===== config.mk =====
export PLATFORM = sky130hd
export DESIGN_NAME = lrn_ring
export DESIGN_NICKNAME = d
export VERILOG_FILES = /design/src/hdl/lrn_pkg.sv /design/src/hdl/lrn_ring.sv
export SDC_FILE = /design/constraint.sdc
export NUM_CORES = 1
export LEC_CHECK = 0
export ABC_AREA = 1
export BUFFER_PORTS_ARGS = -buffer_cell sky130_fd_sc_hd__buf_2
export CAP_MARGIN = 40
export CORE_ASPECT_RATIO = 1.5
export CORE_MARGIN = 5
export CORE_UTILIZATION = 40
export CTS_CLUSTER_DIAMETER = 200
export CTS_CLUSTER_SIZE = 20
export DETAILED_ROUTE_END_ITERATION = 7
export SLEW_MARGIN = 40
export SYNTH_ARGS = -nofsm -noshare
export SYNTH_HDL_FRONTEND = slang
export SYNTH_SLANG_ARGS = --single-unit

===== constraint.sdc =====
create_clock -name clk -period 7.35 [get_ports clk]
set_clock_uncertainty 0.05 [all_clocks]
set_input_delay 0.735 -clock clk [delete_from_list [all_inputs] [get_ports clk]]
set_output_delay 0.735 -clock clk [all_outputs]
set_load 0.01 [all_outputs]

===== src/hdl/lrn_pkg.sv =====
// Shared types, register codes and the root table for the LRN block.
`timescale 1ns / 1ps
package lrn_pkg;

  localparam int SAMPLE_W    = 16;
  localparam int SQUARE_W    = 32;
  localparam int SUM_W       = 36;
  localparam int HALF_W      = 3;
  localparam int SCALE_W     = 24;
  localparam int BETA_W      = 16;
  localparam int CFG_DATA_W  = 24;
  localparam int CFG_INDEX_W = 2;
  localparam int LOG_FRAC    = 24;
  localparam int ROOT_W      = 30;

  // Configuration register indexes.
  typedef logic [CFG_INDEX_W-1:0] cfg_index_t;
  localparam cfg_index_t REG_HALF_WINDOW   = 2'd0;
  localparam cfg_index_t REG_SCALE         = 2'd1;
  localparam cfg_index_t REG_BETA_EXPONENT = 2'd2;

  typedef struct packed {
    logic signed [SAMPLE_W-1:0] sample;
    logic                       last_channel;
  } lrn_in_t;

  typedef struct packed {
    logic signed [SAMPLE_W-1:0] normalized;
    logic                       last_of_pixel;
  } lrn_out_t;

  // One ring entry: a sample and its square.
  typedef struct packed {
    logic signed [SAMPLE_W-1:0] sample;
    logic [SQUARE_W-1:0]        square;
  } ring_entry_t;

  typedef logic [LOG_FRAC-1:0][ROOT_W-1:0] root_tab_t;

  // Floor square root, one result bit per step.
  function automatic logic [63:0] floor_sqrt(logic [63:0] v);
    logic [63:0] r;
    logic [63:0] rem;
    logic [63:0] b;
    r   = '0;
    rem = v;
    b   = 64'd1 << 62;
    for (int k = 0; k < 32; k++) begin
      if (rem >= r + b) begin
        rem = rem - (r + b);
        r   = (r >> 1) + b;
      end else begin
        r = r >> 1;
      end
      b = b >> 2;
    end
    return r;
  endfunction

  // Successive roots 2^(-2^-(k+1)) in Q30, each the square root of the one before.
  function automatic root_tab_t build_roots();
    root_tab_t   t;
    logic [63:0] s;
    s    = floor_sqrt(64'd1 << 59);
    t[0] = s[ROOT_W-1:0];
    for (int k = 1; k < LOG_FRAC; k++) begin
      s    = floor_sqrt(64'(t[k-1]) << 30);
      t[k] = s[ROOT_W-1:0];
    end
    return t;
  endfunction

  localparam root_tab_t ROOT_TAB = build_roots();

endpackage


===== src/hdl/lrn_ring.sv =====
// Ring store of recent samples and their squares, one write and one read port.
`timescale 1ns / 1ps
module lrn_ring #(
  parameter int DEPTH = 15,
  parameter int AW    = 4
) (
  input  logic                  clk,
  input  logic                  wr_en,
  input  logic [AW-1:0]         wr_addr,
  input  lrn_pkg::ring_entry_t  wr_data,
  input  logic [AW-1:0]         rd_addr,
  output lrn_pkg::ring_entry_t  rd_data
);
  import lrn_pkg::*;

  ring_entry_t mem [DEPTH];
  ring_entry_t rd_data_r;

  // Write port.
  always_ff @(posedge clk) begin
    if (wr_en) begin
      mem[wr_addr] <= wr_data;
    end
  end

  // Registered read port.
  always_ff @(posedge clk) begin
    rd_data_r <= mem[rd_addr];
  end

  assign rd_data = rd_data_r;

endmodule


# ---- After elaboration in Yosys (flattened, before gate mapping)
# Memories as Yosys holds them, arrays and structs flattened. A register that Yosys moved wholly into a read port is not among the register bits.
# Cells that the tools add are included.
# Widths: inputs -> output; s select.
dict set report totals {
  ff_bits 0
  latch_bits 0
  ramBits 720
  mem_bits_ro 0
  output_inout_bits 48
  mem_count 1
}
dict set report classes {
  addsub 0
  multipliers 0
  div_mod_pow 0
  order_cmp 0
  n_eq_ne 0
  shifts 0
  n_mux 2
  n_bitwise 0
  reduce_logical 0
}
# name depth word_bits read_ports rd_clocked_by_memory_dff write_ports line
set memory_table {}
lappend memory_table {mem 15 48 1 1 1 lrn_ring.sv:16} ;# ring_entry_t mem [DEPTH];
# cell n
set ops {}
lappend ops {{$mux 1} 2}

# ---- Logic depth before layout (Yosys ltp)
# Gate-level depths: netlist of run 1.
dict set report depth {
  ltp_word 2
  ltp_mapped 10
}

# ---- Least setup slack after synthesis of run 1
# Ideal clock, no wire load.
dict set report synth_timing {
  kind {input port to flip-flop}
  from {in wr_addr[3]}
  to {mem mem[10][0] (netlist bit), enable pin}
  setup_ps 454
  arrival_ps 2957
  required_time_ps 6846
  slack_ps 3890
  stages 4
  n_path_buf 0
  path_cell_list {inv_1 > nor2_1 > nand2_1 > nor2_1}
}
# item line
set synth_lines {}
lappend synth_lines {{start: declaration} lrn_ring.sv:9} ;# input logic [AW-1:0] wr_addr,
lappend synth_lines {{end: declaration} lrn_ring.sv:16}
# Straight into the memory's write port.

==> results of run 1 <==
-- cells by family after synthesis --
| group | count (synthesis) |
|---|---|
| buf+inv | 412 |
| simple gates | 1646 |
| flops | 768 |
-- worst register-to-register path, stage by stage, from the launching register on --
cell	delay (ps)
edfxtp_1	380
inv_1	60
nand2_1	50
nand3_1	80
nand2_1	60
nand2_1	50
nand2_1	60
nand2_1	60
nand2_1	120
-- how the worst max path moves through the flow --
| stage | from | to | slack [ps] |
|---|---|---|---|
| floorplan | wr_addr[3] | mem[10][0] | 3890 |
| global placement | rd_addr[0] | rd_data[11] | 3980 |
| detailed placement | wr_addr[3] | mem[11][15] | 4210 |
| CTS | wr_addr[3] | mem[11][40] | 4840 |
| global route | rd_addr[0] | rd_data[10] | 4690 |
| finish | rd_addr[0] | rd_data[6] | 4820 |
-- final cells by class --
class	instances	area [um2]	share of cell area, %
flip-flops and latches	768	22600	66.6
diodes	6	15.0	0.0443
clock inverters	2	32.5	0.0960
inverters	265	1010	2.99
multi-input cells	1646	6790	20.0
well taps	1016	1270	3.75
repair buffers	139	927	2.74
clock buffers	75	1260	3.72
-- stage by stage --
stage | total power, W | instance area [um2] | setup slack [ps]
2_1_floorplan | 0.00534 | 30900 | 3890
3_3_place_gp | 0.00555 | 32400 | 3980
3_5_place_dp | 0.00557 | 32500 | 4210
4_1_cts | 0.00807 | 33800 | 4840
5_1_grt | 0.00831 | 33900 | 4690
6_report | 0.00800 | 33900 | 4820
-- placed cells by master (no fill, tap or decap), drive strengths merged --
| master | synthesis | layout |
|---|---|---|
| dfxtp | 48 | 48 |
| inv | 264 | 265 |
| nor2 | 39 | 39 |
| clkbuf | 46 | 75 |
| nand3 | 397 | 397 |
| diode | 0 | 6 |
| clkinv | 1 | 2 |
| edfxtp | 720 | 720 |
| buf | 101 | 139 |
| nand2 | 1210 | 1210 |
-- flip-flops by register name, summed over array words and instances (netlist names) --
signal,count
mem,720
rd_data,48
-- per-layer routing --
metal | vias to the layer above | wire [um] | share of wire [%]
met4 | 6 | 1900 | 2.5
met5 | - | 45 | 0.059
met3 | 129 | 4660 | 6.1
met1 | 9755 | 32100 | 42
li1 | 9334 | - | -
met2 | 555 | 37300 | 49
-- report_power, final --
part | total, W | leakage, nW | switching, W | internal [W]
Combinational | 0.000544 | 6.13 | 0.000395 | 0.000149
Sequential | 0.00492 | 6.91 | 0.0000346 | 0.00489
Clock | 0.00253 | 0.615 | 0.00135 | 0.00118
Total | 0.00800 | 13.7 | 0.00178 | 0.00621
==> results by group, run 1 <==
Outcome
  – Status: finished clean

Clock tree
  – H-Tree Level Count: 2
  – CTS Hold Bufs: 0
  – Buffers inserted by post-CTS timing repair: 0
  – CTS tree: done
  – Worst skew pair latency: about 600 ps
  – CTS Root Cell: clkbuf_16
  – Cts repair resizes: 0
  – Sink Count: 768
  – CTS max path bufs: 3
  – Total CTS buffers: 44
  – CTS clock-pin slew for the worst setup and hold paths: roughly 90 ps

Worst setup path
  – Top Family by Delay on Critical Path: buffers and inverters
  – CP Cell Sequence: buf_8 -> inv_8 -> buf_12 -> buf_16 -> nand2_1 -> nand2_1 -> nand2_1 -> nand3_1 -> nand3_1 -> nand2_1
  – CP max FO: ~140
  – R2R cell count: 8
  – Required @ worst endpoint: roughly 7800 ps
  – Worst Path Buf+Inv: 4
  – Critical path's slowest cell: buf_8
  – Setup slack, reg-to-reg: ~6300 ps
  – Most frequent CP cell: nand2_1
  – Number of cells on the critical path: 10
  – Critical Path Start Type: primary input
  – Worst Setup End Kind: flip-flop
  – Critical path arrival: ~3000 ps
  – Reg2Reg Capture Point: rd_data[42]
  – Crit-path max cell delay: 520 ps
  – RR Startpoint: mem[10][42]
  – Crit Path Category: in2reg

STA
  – Final setup violation count: 0
  – RSZ-0062 raised after global routing: false
  – Min Hold Slack: 445 ps
  – Least-Margin Pin Slew: approximately 860 ps
  – Relative slew slack: between 40% and 50%
  – Slew Viols, Final: 0
  – Final Hold Fails: 0
  – Tcrit/Tclk final: around a third
  – Setup tns final: 0 ps
  – Fmax: ~390 MHz
  – Final min period: 2530 ps

Die
  – Number of top-level pins: around 110
  – Number of core rows: 125
  – Die area: around 83,000 um2
  – Core Box Area: about 77,000 um2
  – Initial Util: 40.1%
  – Die H: 350 um
  – Die W: 237 um

Synth
  – Most common cell in the netlist: nand2_1
  – Synth Register Bits: 768
  – Mapped Nets: about 2,900
  – Synth Area in Simple Gates: 21.6%
  – Share of the yosys chip area belonging to registers: 73.1%
  – Number of synthesized flops with an enable pin: about 700
  – Post-Syn Area: between 30,000 and 40,000 um2
  – Warnings from Yosys: 0
  – Syn Inst Count: roughly 2,800
  – Syn Area/Cell: between 10 and 15 um2
  – Synth Area in Compound Gates: 0%
  – Synth area leaders: edfxtp_1 70%, nand2_1 15%, nand3_1 6.4%
  – Mux cell area share after synthesis: 0%
  – Post-synthesis adder-cell area fraction: 0%
  – Synth async-reset ratio: 0%
  – Largest family of logic cells by synthesized area: simple AND/OR/NAND/NOR gates
  – Distinct cells, synth: 12
  – Synth top cells by count: 1,210 x nand2_1, 720 x edfxtp_1, 397 x nand3_1, 262 x inv_1, 77 x buf_2
  – Most used DFF post-synth: edfxtp_1
  – Post-Synth XOR/XNOR Area: 0%
  – Area share of the largest cell type after synthesis: between 60 and 70%
  – Area leader, netlist: edfxtp_1

Power
  – PwrDens: 236 nW/um2
  – Worst vdd ir: 0.162 mV
  – Static Leakage: about 14 nW

Route
  – Initial DRC count: 1,780
  – First-pass DRT Iterations: 5
  – # DRC: 0
  – Routed len/inst: 19.4 um
  – Routed Antenna Nets: 0
  – Wirelength, routed: approximately 76,000 um
  – Vias per Instance: between 5 and 6
  – Via count: about 20,000

Worst hold path
  – Hold Path Cell Cnt: 1
  – Hold Path Sink: mem[13][8]
  – Worst Hold Class: in2reg
  – Worst hold start: wr_data[8]

Layout
  – Area Growth Syn to Fin: 9.64%
  – Layout fillers: between 6,000 and 7,000
  – Layout Utilization: between 40 and 50%
  – Post-Layout Cell Count: between 3,000 and 4,000
  – Share of cells above drive strength 1: around 7.1%
  – Nets@finish: ~3,000

Global routing
  – Grt peak-use layer: met2
  – Largest net degree at the start of global routing: between 150 and 200
  – GRT met1 Usage: ~24%
  – Initial antenna violation count: 11
  – Gr ovfl total: 0
  – Met3 usage: approximately 2.6%
  – Total GRT Usage: between 10% and 20%
  – Number of global-route vias before repair: 19,400
  – Met2 usage: 30.8%
  – First-pass GRT wire length: 116,000 um

Place
  – Dpl cells: around 3,800
  – Hpwl dp: about 36,000 um
  – Placer Congestion: roughly 0.75
  – PortBufs: about 110

Flow run
  – Max-cap violations: 0
(Power assumes the default switching activity.)
==> run 2, diff against run 1 <==
==> constraint.sdc (replaced) <==
create_clock -name clk -period 2.15 [get_ports clk]
set_clock_uncertainty 0.05 [all_clocks]
set_input_delay 0.215 -clock clk [delete_from_list [all_inputs] [get_ports clk]]
set_output_delay 0.215 -clock clk [all_outputs]
set_load 0.01 [all_outputs]
==> results by group, run 2 (synthesis results as in run 1) <==
Global routing
  – Gr ovfl total: 0 (unchanged)
  – Number of global-route vias before repair: 19,300 (-0.61%)
  – Initial antenna violation count: 4 (-7)
  – Largest net degree at the start of global routing: 124 (-35%)
  – Total GRT Usage: 17.0% (-1.1 points)
  – First-pass GRT wire length: 111,000 um (-4.4%)

Worst setup path
  – Critical path arrival: 1180 ps (-1780 ps)
  – Crit Path Category: reg2out
  – CP Cell Sequence: buf_2
  – Critical path's slowest cell: dfxtp_1
  – Worst Path Buf+Inv: 1 (-3)
  – Required @ worst endpoint: 1880 ps (-5900 ps)
  – CP max FO: 1 (-99%)
  – Worst Setup End Kind: primary output
  – Top Family by Delay on Critical Path: flip-flops
  – Critical Path Start Type: flip-flop
  – Crit-path max cell delay: 420 ps (-100 ps)

Die
  – Number of core rows: 125 (unchanged)
  – Initial Util: 40.1% (unchanged)
  – Die H: 350 um (unchanged)
  – Number of top-level pins: 106 (unchanged)
  – Die area: 83,100 um2 (unchanged)
  – Core Box Area: 77,100 um2 (unchanged)
  – Die W: 237 um (unchanged)

Place
  – Place WS: 368 ps (-3840 ps)
  – PortBufs: 105 (unchanged)
  – Hpwl dp: 36,600 um (+2.5%)
  – Placer Congestion: 0.745 (-0.65%)

Route
  – Routed Antenna Nets: 0 (unchanged)
  – Wirelength, routed: 72,000 um (-5.3%)
  – Initial DRC count: 1,412 (-21%)
  – # DRC: 0 (unchanged)
  – First-pass DRT Iterations: 5 (unchanged)
  – Via count: 19,600 (-1.0%)
  – Routed len/inst: 18.1 um (-6.8%)
  – Vias per Instance: 4.92 (-2.5%)

Layout
  – Most common cell after layout, fill and taps aside: nand2_1
  – Layout fillers: 6,897 (-0.61%)
  – Reg area: 22,600 um2 (unchanged)
  – Nets@finish: 2,981 (+2.0%)
  – Area Growth Syn to Fin: 12.3%
  – Reg with most FFs: mem
  – Max reg flops: 720 (unchanged)
  – Footprint of the multi-input gates: 6790 um2 (unchanged)
  – Commonest cells after routing, fill and taps aside: 1,210 x nand2_1, 720 x edfxtp_1, 397 x nand3_1
  – Share of cells above drive strength 1: 7.34% (+0.22 points)

Clock tree
  – CTS tree: done
  – H-Tree Level Count: 2 (unchanged)
  – CTS Root Cell: clkbuf_16
  – Worst skew pair latency: 590 ps (about the same)
  – Total CTS buffers: 44 (unchanged)
  – Sink Count: 768 (unchanged)
  – CTS clock-pin slew for the worst setup and hold paths: 80 ps (about the same)
  – CTS max path bufs: 3 (unchanged)

Power
  – Worst vdd ir: 0.452 mV (+180%)
  – PwrDens: 791 nW/um2 (+240%)
  – Static Leakage: 14.0 nW (+2.4%)

Outcome
  – Status: finished clean

STA
  – RSZ-0062 raised after global routing: false
  – Slew Viols, Final: 0 (unchanged)
  – Final setup violation count: 0 (unchanged)
  – Fmax: about 690 MHz
  – Relative slew slack: 54.2% (+12 points)
  – Final Hold Fails: 0 (unchanged)
  – Least-Margin Pin Slew: 687 ps (-178 ps)
  – Setup tns final: 0 ps (unchanged)
  – Worst setup margin: 707 ps (-4110 ps)
  – Tcrit/Tclk final: roughly two thirds
  – Final min period: 1440 ps

Flow run
  – Max-cap violations: 0 (unchanged)

Worst hold path
  – Worst Hold Class: in2reg
## run 2: changes by cell type in the layout (fill, tap and decap cells not counted), sizes merged
cell | before | now
buf | 139 | 150
clkbuf | 75 | 78
clkinv | 2 | 1
diode | 6 | 3
dlygate4sd3 | 0 | 48
inv | 265 | 267
## run 2: where the power goes
group	internal (W)	switching (W)	total, W
registers	0.0167	0.000109	0.0168
logic	0.000620	0.00139	0.00201
clock network	0.00399	0.00463	0.00862
total	0.0213	0.00613	0.0274
## run 2: path summary, 6_finish.rpt
| check | startpoint | endpoint | slack, ps | cells after the start |
|---|---|---|---|---|
| max | rd_data[1] | rd_data[1] | 710 | 1 |
| min | rd_addr[1] | rd_data[47] | 90 | 6 |
| max reg2reg | mem[10][12] | rd_data[12] | 1040 | 6 |
| min reg2reg | mem[14][29] | rd_data[29] | 540 | 4 |
## run 2: timing repair
action                    in CTS  in global routing
hold buffers                  48                  0
hold endpoints to repair     720                  0
gates resized for setup        0                  0
buffers inserted               0                  0
## run 2: tightest hold or removal path, delay by kind of cell
family	cells	cell delay, ps
AND/OR/NAND/NOR	4	260
buffers and inverters	2	210
## run 2: routing by layer
layer	global-route usage [%]	wire length, um
met1	21.4	30300
met2	31.0	37000
met3	1.82	2920
met4	4.71	1740
met5	0	13
## run 2: area by class of cell
type                       instances  area share, %
clock inverter                     3         0.0973
multi-input combinational       1646           19.6
inverter                         265           2.91
tap                             1016           3.66
timing repair buffer             198           5.08
clock buffer                      78           3.60
antenna                            3         0.0216
sequential                       768           65.1
## run 2: metrics by stage
step	area [um2]	util [%]	power, W	instances	hold WS (ps)
3_3_place_gp	32900	42.7	0.0191	3845	525
4_1_cts	34700	45.0	0.0277	3974	61.1
5_1_grt	34700	45.0	0.0285	3975	104
6_report	34700	45.0	0.0274	3977	89.2
3_5_place_dp	32900	42.7	0.0191	3845	531
2_1_floorplan	30900	-	0.0182	2826	264
