===== src/hdl/lrn_pkg.sv =====
// Shared types, register codes and the root table for the LRN block.
`timescale 1ns / 1ps
package lrn_pkg;

  localparam int SAMPLE_W    = 16;
  localparam int SQUARE_W    = 32;
  localparam int SUM_W       = 36;
  localparam int HALF_W      = 3;
  localparam int SCALE_W     = 24;
  localparam int BETA_W      = 16;
  localparam int CFG_DATA_W  = 24;
  localparam int CFG_INDEX_W = 2;
  localparam int LOG_FRAC    = 24;
  localparam int ROOT_W      = 30;

  // Configuration register indexes.
  typedef logic [CFG_INDEX_W-1:0] cfg_index_t;
  localparam cfg_index_t REG_HALF_WINDOW   = 2'd0;
  localparam cfg_index_t REG_SCALE         = 2'd1;
  localparam cfg_index_t REG_BETA_EXPONENT = 2'd2;

  typedef struct packed {
    logic signed [SAMPLE_W-1:0] sample;
    logic                       last_channel;
  } lrn_in_t;

  typedef struct packed {
    logic signed [SAMPLE_W-1:0] normalized;
    logic                       last_of_pixel;
  } lrn_out_t;

  // One ring entry: a sample and its square.
  typedef struct packed {
    logic signed [SAMPLE_W-1:0] sample;
    logic [SQUARE_W-1:0]        square;
  } ring_entry_t;

  typedef logic [LOG_FRAC-1:0][ROOT_W-1:0] root_tab_t;

  // Floor square root, one result bit per step.
  function automatic logic [63:0] floor_sqrt(logic [63:0] v);
    logic [63:0] r;
    logic [63:0] rem;
    logic [63:0] b;
    r   = '0;
    rem = v;
    b   = 64'd1 << 62;
    for (int k = 0; k < 32; k++) begin
      if (rem >= r + b) begin
        rem = rem - (r + b);
        r   = (r >> 1) + b;
      end else begin
        r = r >> 1;
      end
      b = b >> 2;
    end
    return r;
  endfunction

  // Successive roots 2^(-2^-(k+1)) in Q30, each the square root of the one before.
  function automatic root_tab_t build_roots();
    root_tab_t   t;
    logic [63:0] s;
    s    = floor_sqrt(64'd1 << 59);
    t[0] = s[ROOT_W-1:0];
    for (int k = 1; k < LOG_FRAC; k++) begin
      s    = floor_sqrt(64'(t[k-1]) << 30);
      t[k] = s[ROOT_W-1:0];
    end
    return t;
  endfunction

  localparam root_tab_t ROOT_TAB = build_roots();

endpackage


===== src/hdl/lrn_norm.sv =====
// Power unit: y = x * (1 + scale*sum)^(-beta) on one shared multiplier.
`timescale 1ns / 1ps
module lrn_norm (
  input  logic                               clk,
  input  logic                               rst_n,
  input  logic                               start,
  input  logic signed [lrn_pkg::SAMPLE_W-1:0] x_in,
  input  logic [lrn_pkg::SUM_W-1:0]          sum_in,
  input  logic [lrn_pkg::SCALE_W-1:0]        scale_in,
  input  logic [lrn_pkg::BETA_W-1:0]         beta_in,
  output logic                               busy,
  output logic                               done,
  output logic signed [lrn_pkg::SAMPLE_W-1:0] y
);
  import lrn_pkg::*;

  typedef enum logic [3:0] {
    N_IDLE, N_MUL0, N_MUL1, N_NORM, N_LOG, N_EXPO, N_EXP, N_MAG, N_OUT
  } nstate_t;

  localparam logic [4:0] LAST_STEP = 5'(LOG_FRAC - 1);

  nstate_t                     state_r;
  logic signed [SAMPLE_W-1:0]  x_r;
  logic [SUM_W-1:0]            sum_r;
  logic [SCALE_W-1:0]          scale_r;
  logic [BETA_W-1:0]           beta_r;
  logic [41:0]                 acc_r;
  logic [50:0]                 m_r;
  logic [4:0]                  p_r;
  logic [LOG_FRAC-1:0]         frac_r;
  logic [4:0]                  i_r;
  logic [7:0]                  n_r;
  logic [LOG_FRAC-1:0]         f_r;
  logic [30:0]                 g_r;
  logic [46:0]                 prod_r;
  logic signed [SAMPLE_W-1:0]  y_r;
  logic                        done_r;

  logic [31:0] mul_a;
  logic [31:0] mul_b;
  logic [63:0] mul_p;
  logic [60:0] base;
  logic [31:0] sq_t;
  logic [45:0] e_full;
  logic [31:0] e_val;
  logic [60:0] g_rnd;
  logic [SAMPLE_W-1:0] mag;
  logic [50:0] rnd;
  logic [50:0] r_full;
  logic [5:0]  sh;

  // Operand select for the shared multiplier.
  always_comb begin
    mul_a = '0;
    mul_b = '0;
    unique case (state_r)
      N_MUL0: begin
        mul_a = 32'(scale_r);
        mul_b = 32'(sum_r[17:0]);
      end
      N_MUL1: begin
        mul_a = 32'(scale_r);
        mul_b = 32'(sum_r[35:18]);
      end
      N_LOG: begin
        mul_a = m_r[31:0];
        mul_b = m_r[31:0];
      end
      N_EXPO: begin
        mul_a = 32'({p_r, frac_r});
        mul_b = 32'(beta_r);
      end
      N_EXP: begin
        mul_a = 32'(g_r);
        mul_b = 32'(ROOT_TAB[i_r]);
      end
      N_MAG: begin
        mul_a = 32'(mag);
        mul_b = 32'(g_r);
      end
      default: begin
        mul_a = '0;
        mul_b = '0;
      end
    endcase
  end

  assign mul_p = 64'(mul_a) * 64'(mul_b);

  // Per-step arithmetic around the multiplier.
  always_comb begin
    base   = 61'(acc_r) + (61'(mul_p[41:0]) << 18) + (61'd1 << 40);
    sq_t   = mul_p[61:30];
    e_full = 46'(mul_p[44:0]) + 46'd8192;
    e_val  = e_full[45:14];
    g_rnd  = mul_p[60:0] + (61'd1 << 29);
    mag    = x_r[SAMPLE_W-1] ? SAMPLE_W'(-x_r) : SAMPLE_W'(x_r);
    sh     = 6'(n_r[4:0]) + 6'd29;
    rnd    = 51'(prod_r) + (51'd1 << sh);
    r_full = rnd >> (sh + 6'd1);
  end

  // Sequencer: scale product, leading-one search, log2, power, exp2, output.
  always_ff @(posedge clk) begin
    if (!rst_n) begin
      state_r <= N_IDLE;
      done_r  <= 1'b0;
    end else begin
      done_r <= 1'b0;
      unique case (state_r)
        N_IDLE: begin
          if (start) begin
            x_r     <= x_in;
            sum_r   <= sum_in;
            scale_r <= scale_in;
            beta_r  <= beta_in;
            state_r <= N_MUL0;
          end
        end
        N_MUL0: begin
          acc_r   <= mul_p[41:0];
          state_r <= N_MUL1;
        end
        N_MUL1: begin
          m_r     <= base[60:10];
          p_r     <= '0;
          state_r <= N_NORM;
        end
        N_NORM: begin
          // Shift one bit a cycle until the mantissa sits in Q1.30.
          if (m_r[50:31] != '0) begin
            m_r <= m_r >> 1;
            p_r <= p_r + 5'd1;
          end else begin
            frac_r  <= '0;
            i_r     <= '0;
            state_r <= N_LOG;
          end
        end
        N_LOG: begin
          // One fraction bit of log2 per squaring.
          m_r    <= sq_t[31] ? 51'(sq_t[31:1]) : 51'(sq_t);
          frac_r <= {frac_r[LOG_FRAC-2:0], sq_t[31]};
          i_r    <= i_r + 5'd1;
          if (i_r == LAST_STEP) begin
            state_r <= N_EXPO;
          end
        end
        N_EXPO: begin
          n_r     <= e_val[31:24];
          f_r     <= e_val[23:0];
          g_r     <= 31'd1 << 30;
          i_r     <= '0;
          state_r <= N_EXP;
        end
        N_EXP: begin
          // Multiply in one root for each set fraction bit, top bit first.
          if (f_r[LOG_FRAC-1]) begin
            g_r <= g_rnd[60:30];
          end
          f_r <= f_r << 1;
          i_r <= i_r + 5'd1;
          if (i_r == LAST_STEP) begin
            state_r <= N_MAG;
          end
        end
        N_MAG: begin
          prod_r  <= mul_p[46:0];
          state_r <= N_OUT;
        end
        N_OUT: begin
          if (n_r > 8'd20) begin
            y_r <= '0;
          end else if (x_r[SAMPLE_W-1]) begin
            y_r <= SAMPLE_W'(-r_full[SAMPLE_W-1:0]);
          end else begin
            y_r <= r_full[SAMPLE_W-1:0];
          end
          done_r  <= 1'b1;
          state_r <= N_IDLE;
        end
        default: state_r <= N_IDLE;
      endcase
    end
  end

  assign busy = (state_r != N_IDLE);
  assign done = done_r;
  assign y    = y_r;

  // The result pulse only comes out of a finished pass.
  a_done_idle: assert property (@(posedge clk) disable iff (!rst_n)
    done_r |-> state_r == N_IDLE) else $error("done outside idle");

  // A start while busy would be lost.
  a_start_idle: assert property (@(posedge clk) disable iff (!rst_n)
    start |-> state_r == N_IDLE) else $error("start while busy");

  // The mantissa is below 2^32 once the log steps begin.
  a_mant_range: assert property (@(posedge clk) disable iff (!rst_n)
    state_r == N_LOG |-> m_r[50:32] == '0) else $error("mantissa out of range");

endmodule


===== config.mk =====
export PLATFORM = sky130hd
export DESIGN_NAME = lrn_norm
export DESIGN_NICKNAME = d
export VERILOG_FILES = /design/src/hdl/lrn_pkg.sv /design/src/hdl/lrn_norm.sv
export SDC_FILE = /design/constraint.sdc
export NUM_CORES = 2
export LEC_CHECK = 0
export BUFFER_PORTS_ARGS = -buffer_cell sky130_fd_sc_hd__buf_2
export CORE_UTILIZATION = 60
export CTS_BUF_LIST = sky130_fd_sc_hd__clkbuf_16
export DETAILED_ROUTE_END_ITERATION = 12
export GPL_ROUTABILITY_DRIVEN = 0
export PLACE_DENSITY = 0.77
export SLEW_MARGIN = 15
export SYNTH_ARGS = -nofsm -noshare
export SYNTH_HDL_FRONTEND = slang
export SYNTH_SLANG_ARGS = --single-unit
export TNS_END_PERCENT = 1

===== constraint.sdc =====
create_clock -name clk -period 12.5 [get_ports clk]
set_input_delay 2.5 -clock clk [delete_from_list [all_inputs] [get_ports clk]]
set_output_delay 2.5 -clock clk [all_outputs]
set_load 0.01 [all_outputs]

# Word level (Yosys, flattened, before mapping)
# Memory sizes are Yosys's and may differ from the RTL's. A register that Yosys moved wholly into a read port is not among the register bits.
# Cells that the tools add are included.
[totals]
memories = 1
inputBits = 95
out_inout_bits = 18
wordCells = 94
reg_bits = 350
rom_bits = 960
[memory_table]
columns = ["name", "words", "word_bits", "read_ports", "rd_ports_with_merged_regs", "write_ports", "line_no", "rtl"]
rows = [
  ["(name not given)", 32, 30, 1, 1, 0, "lrn_norm.sv:76", "mul_b = 32'(ROOT_TAB[i_r]);"],
]
[classes]
muxes = 24
n_reduce_logical = 22
addsub = 11
n_shift = 2
n_mul = 1
n_lt_le_gt_ge = 2
eq_ne = 15
[op_table]
columns = ["op", "count"]
rows = [
  ["$pmux W32 S6", 1],
  ["$pmux W32 S5", 1],
  ["$pmux W51 S3", 1],
  ["$pmux W24 S2", 2],
  ["$mul A32 B32 Y62", 1],
  ["$mux W31", 2],
  ["$pmux W31 S2", 1],
  ["$add A42 B60 Y61", 1],
  ["$add A61 B30 Y61 const B", 1],
  ["$add A61 B41 Y61 const B", 1],
  ["$add A47 B51 Y51", 1],
  ["$mux W51", 1],
  ["$shl A1 B6 Y51 const A", 1],
  ["$shr A51 B6 Y16", 1],
  ["$add A45 B14 Y46 const B", 1],
  ["$mux W16", 2],
  ["$neg A16 Y16", 2],
  ["$pmux W4 S8", 1],
  ["$mux W30", 1],
  ["$mux W24", 1],
  ["$reduce_bool A20 Y1", 1],
  ["$reduce_and A3 Y1", 6],
  ["$eq A4 B3 Y1 const B", 4],
  ["$mux W4", 4],
  ["other kinds (21)", 38],
]

# Logic depth before layout (Yosys ltp)
[depth]
word_depth = 7
depth_mapped = 46
mapped_depth_nobuf = 43

# Worst setup path after synthesis
# No wires, ideal clock.
[synth_path]
kind = "register to register"
from = "register state_r[3]"
to = "register m_r[49], data pin"
stages_incl_launch_ff = 44
path_buffers = 5
setup_ns = 0.267
synth_period_minus_slack_ns = 10.863
arrival_time_ns = 10.596
required_ns = 12.233
setup_slack_ns = 1.637
cell_sequence = "dfxtp_1 > clkbuf_1 > nand2b_1 > nor3_1 > clkbuf_1 > or2_2 > clkbuf_1 > clkbuf_1 > a221oi_1 > clkbuf_1 > nor2_1 > fa_1 > fa_1 > inv_1 > fa_1 > fa_1 > inv_1 > ha_1 > (+8 left out) > a32o_1 > a21o_1 > o21a_1 > o21a_1 > o21ai_0 > a21boi_0 > nor2_1 > ha_1 > ha_1 > nor3_1 > a211oi_1 > a41o_1 > o41a_1 > a311oi_1 > nor3_1 > nand3_1 > xnor2_1 > o21ai_0"
[synth_between]
elab_chain_len = 7
elab_cells_between_ends = 14
cone_classes = "add/sub: 2; mul: 1; eq/ne: 7; mux: 3; reduce/logical: 1"
[synth_rtl]
columns = ["item", "line_no", "rtl"]
rows = [
  ["from (decl)", "lrn_norm.sv:23", "nstate_t state_r;"],
  ["from (signal assigned)", "lrn_norm.sv:107", "state_r <= N_IDLE;"],
  ["from (signal assigned)", "lrn_norm.sv:118", "state_r <= N_MUL0;"],
  ["from (signal assigned)", "lrn_norm.sv:123", "state_r <= N_MUL1;"],
  ["$eq A4 B2 Y1 / $eq A4 B1 Y1 (equally long branches)", "lrn_norm.sv:57, lrn_norm.sv:111", ""],
  ["$reduce_or A2 Y1 (no line)", "-", ""],
  ["$pmux W32 S5", "lrn_norm.sv:57", "unique case (state_r)"],
  ["$mul A32 B32 Y62", "lrn_norm.sv:89", "assign mul_p = 64'(mul_a) * 64'(mul_b);"],
  ["$add A42 B60 Y61", "lrn_norm.sv:93", "base = 61'(acc_r) + (61'(mul_p[41:0]) << 18) + (61'd1 << 40);"],
  ["$add A61 B41 Y61", "lrn_norm.sv:93", ""],
  ["$pmux W51 S3 (*)", "lrn_norm.sv:111", "unique case (state_r)"],
  ["to (signal assigned)", "lrn_norm.sv:126", "m_r <= base[60:10];"],
  ["to (signal assigned)", "lrn_norm.sv:133", "m_r <= m_r >> 1;"],
  ["to (signal assigned)", "lrn_norm.sv:143", "m_r <= sq_t[31] ? 51'(sq_t[31:1]) : 51'(sq_t);"],
  ["to (decl)", "lrn_norm.sv:29", "logic [50:0] m_r;"],
]
# Every way passes the cells marked *; elsewhere a longest branch is shown, timed or not.
# A chain may end at the register's enable or synchronous reset.

# Worst setup path after layout
[layout_path]
from = "register state_r[1]"
to = "register m_r[48], data pin"
# Same word-level chain as after synthesis.

==> impl_metrics.csv <==
group,metric,value,unit
clocking,numCtsBuffers,38,
synthesis,yosys_warnings,0,
sta,setup_viol,0,
grt,grt_pass1_wl,314000,um
pwr,cellInternalPower,4.56,mW
worst_setup_path,crit_path_end,"m_r[48]",
sta,relSlewSlack,19.0,%
pwr,combPwrFrac,67.9,%
synthesis,ys_types,116,
floorplan,chipHeight,316,um
pwr,pwr_density_cell,152,mW/mm^2
worst_setup_path,crit_path_end_kind,"flip-flop",
worst_setup_path,critPathMaxFanout,45,
synthesis,yosys.area.top_type,"fa_1",
sta,hold_viol_final,0,
synthesis,avgSynthCellArea,8.81,um^2
floorplan,die_w,316,um
worst_setup_path,start_kind,"flip-flop",
clocking,clkTransAtPathRegs,60,ps
synthesis,synthCells,6709,
pwr,leakagePower,29.1,nW
finish,nets,8059,
floorplan,std_cell_rows,114,
synthesis,async_flop_share,0,%
worst_setup_path,cpMaxStageDelayCell,"a221o_1",
worst_setup_path,max_stage_delay,960,ps
drt,via_per_inst,6.61,
sta,period_needed,12210,ps
drt,post_drt_wl_per_cell,26.2,um
floorplan,core,0.0971,mm^2
grt,grt_pass1_vias,52000,
finish,fin_area,0.0629,mm^2
synthesis,synthTopCellsByArea,"fa_1 30%, edfxtp_1 17%, ha_1 7.7%",
clocking,clk-insertion-delay-late,620,ps
worst_hold_path,min_path_type,"flip-flop to flip-flop",
sta,fin_crit_sh,97.7,%
worst_setup_path,r2r_end,"m_r[48]",
drt,routed_wl,210000,um
worst_setup_path,r2r_cells,38,
synthesis,yosysMostFrequentCell,"inv_1",
drt,vias,53000,
sta,finClkSkew,55.3,ps
placement,post-dp-hpwl,167000,um
placement,dpl-instance-area,0.0616,mm^2
finish,area_growth,6.54,%
worst_setup_path,reg2reg_from,"state_r[1]",
clocking,cts_tree,"done",
placement,numPortBuffers,112,
floorplan,initial_utilization,60.8,%
synthesis,synth.top_cell.area_share,30.4,%
clocking,clock-root-buffer,"clkbuf_16",
sta,tns,0,ps
status,status,"complete, no violations",
drt,postRouteAntennaNets,0,
sta,drv_slew,0,
pwr,swShare,52.3,%
floorplan,io_pins,113,
sta,fmax,0.0819,GHz
worst_setup_path,cp-startpoint,"state_r[1]",
grt,grt_use_total,42.6,%
run,maxCapViolCount,0,
grt,gr-total-overflow,0,
finish,drive_gt1_share,7.25,%
worst_setup_path,required,12810,ps
synthesis,syn_area,0.0591,mm^2
clocking,cts.sinks,369,
grt,antenna_found_initial,11,
worst_setup_path,path_class,"flip-flop to flip-flop",
synthesis,netlist_top_cells_count,"1040 x inv_1, 970 x nand2_1, 897 x fa_1",
clocking,ctsHoldBuffers,0,
synthesis,seq_area_frac_synth,18.2,%
clocking,cts_buffer_depth,3,
worst_setup_path,rrSetupSlack,290,ps
clocking,cts_max_level,2,
pwr,p_seq_share,19.4,%
drt,first_pass_iters,11,
drt,drt-initial-drc-count,8591,
pwr,clockPowerShare,12.7,%
sta,rsz0062_at_grt,"false",
worst_setup_path,worstPathArrival,12520,ps
drt,drc,0,
pwr,p_sw,5.01,mW
grt,grt_max_degree,68,
floorplan,die_area,0.0997,mm^2
pwr,ir_drop,197,uV
sta,worstMarginPinSlew,1220,ps
synthesis,synth_top_flop_cell,"edfxtp_1",
synthesis,synth_edf_count,335,
synthesis,synth-seq-cells,369,
[power groups by stage]
stage | Clock, mW | Sequential [mW] | Combinational (mW)
3_5_place_dp | 0 | 1.86 | 6.11
2_1_floorplan | 0 | 1.80 | 3.92
6_report | 1.21 | 1.85 | 6.50
3_3_place_gp | 0 | 1.86 | 5.98
5_1_grt | 1.25 | 1.86 | 6.82
4_1_cts | 1.21 | 1.84 | 6.18
[flip-flops by register name, summed over array words and instances (netlist names), 8 cells and up, named ones only]
register  flops
n_r           8
prod_r       47
y            16
scale_r      24
f_r          24
beta_r       16
acc_r        32
frac_r       24
sum_r        36
g_r          31
m_r          51
x_r          16
[logic make-up (layout without fill, tap and decap cells)]
kind of cell,count (synthesis),in the layout,share of synthesized area [%]
adders and majority gates,1261,1261,38.1
other,1,25,0.00635
AOI/OAI and AO/OA,1108,1108,12.8
xor gates and xnor gates,210,210,3.11
muxes,101,101,1.94
buffers and inverters,1412,1420,9.07
and+or+nand+nor,2247,2247,16.8
DFF,369,369,18.2
[critical path: cells and delay by family (launching register included)]
kind / cells / cell delay, ps
fa+ha+maj: 11 / 4610
xor+xnor: 2 / 1040
compound gates: 12 / 3390
flops: 1 / 690
simple gates: 7 / 1640
buf+inv: 6 / 550
[worst min-delay path by stage]
| stage | start | end | depth (start not counted) |
|---|---|---|---|
| floorplan | state_r[2] | done | 1 |
| global placement | f_r[11] | f_r[12] | 2 |
| global route | f_r[12] | f_r[13] | 2 |
| detailed placement | f_r[11] | f_r[12] | 2 |
| finish | f_r[14] | f_r[15] | 2 |
| CTS | f_r[11] | f_r[12] | 2 |
[cell usage in the layout (no fill, tap or decap), types with 112 or more instances in the layout]
cell,count
inv_1,1050
nand2_1,970
fa_1,897
nor2_1,685
ha_1,364
edfxtp_1,335
a21oi_1,241
o21ai_0,217
buf_4,196
xnor2_1,123
buf_2,112
[area by class of cell]
| class | count | area (um^2) |
|---|---|---|
| Multi-Input combinational cell | 4944 | 43300 |
| Fill cell | 7828 | 34200 |
| Sequential cell | 369 | 10700 |
| Inverter | 1041 | 3910 |
| Timing Repair Buffer | 309 | 2050 |
| Tap cell | 1276 | 1600 |
| Clock buffer | 41 | 1030 |
| Clock inverter | 29 | 259 |
| Antenna cell | 8 | 20.0 |
[timing repair]
action	4_1_cts	5_1_grt
setup buffers	0	0
gates resized for setup	0	2
endpoints found under the setup margin	0	8
endpoints found under the hold margin	0	0
[layer usage]
layer  wire (um)  track usage, %  vias up
li1            -               -    22000
met1       72500            54.7    25400
met2       84400            59.4     4524
met3       35600            17.2     1071
met4       17600            27.5       14
met5         217           0.900        -
[per-stage QoR]
| stage | hold slack [ps] | worst slack, ps | std cells | total power, mW | util (%) |
|---|---|---|---|---|---|
| floorplan | 479 | 1640 | 6725 | 5.72 | - |
| global placement | 502 | 766 | 7938 | 7.84 | 63.4 |
| detailed placement | 511 | 641 | 7938 | 7.97 | 63.4 |
| CTS | 529 | 590 | 8008 | 9.22 | 64.7 |
| global route | 543 | 50.1 | 8010 | 9.93 | 64.8 |
| finish | 528 | 290 | 8017 | 9.56 | 64.8 |
Note: power is estimated with default switching activity, not from simulation.
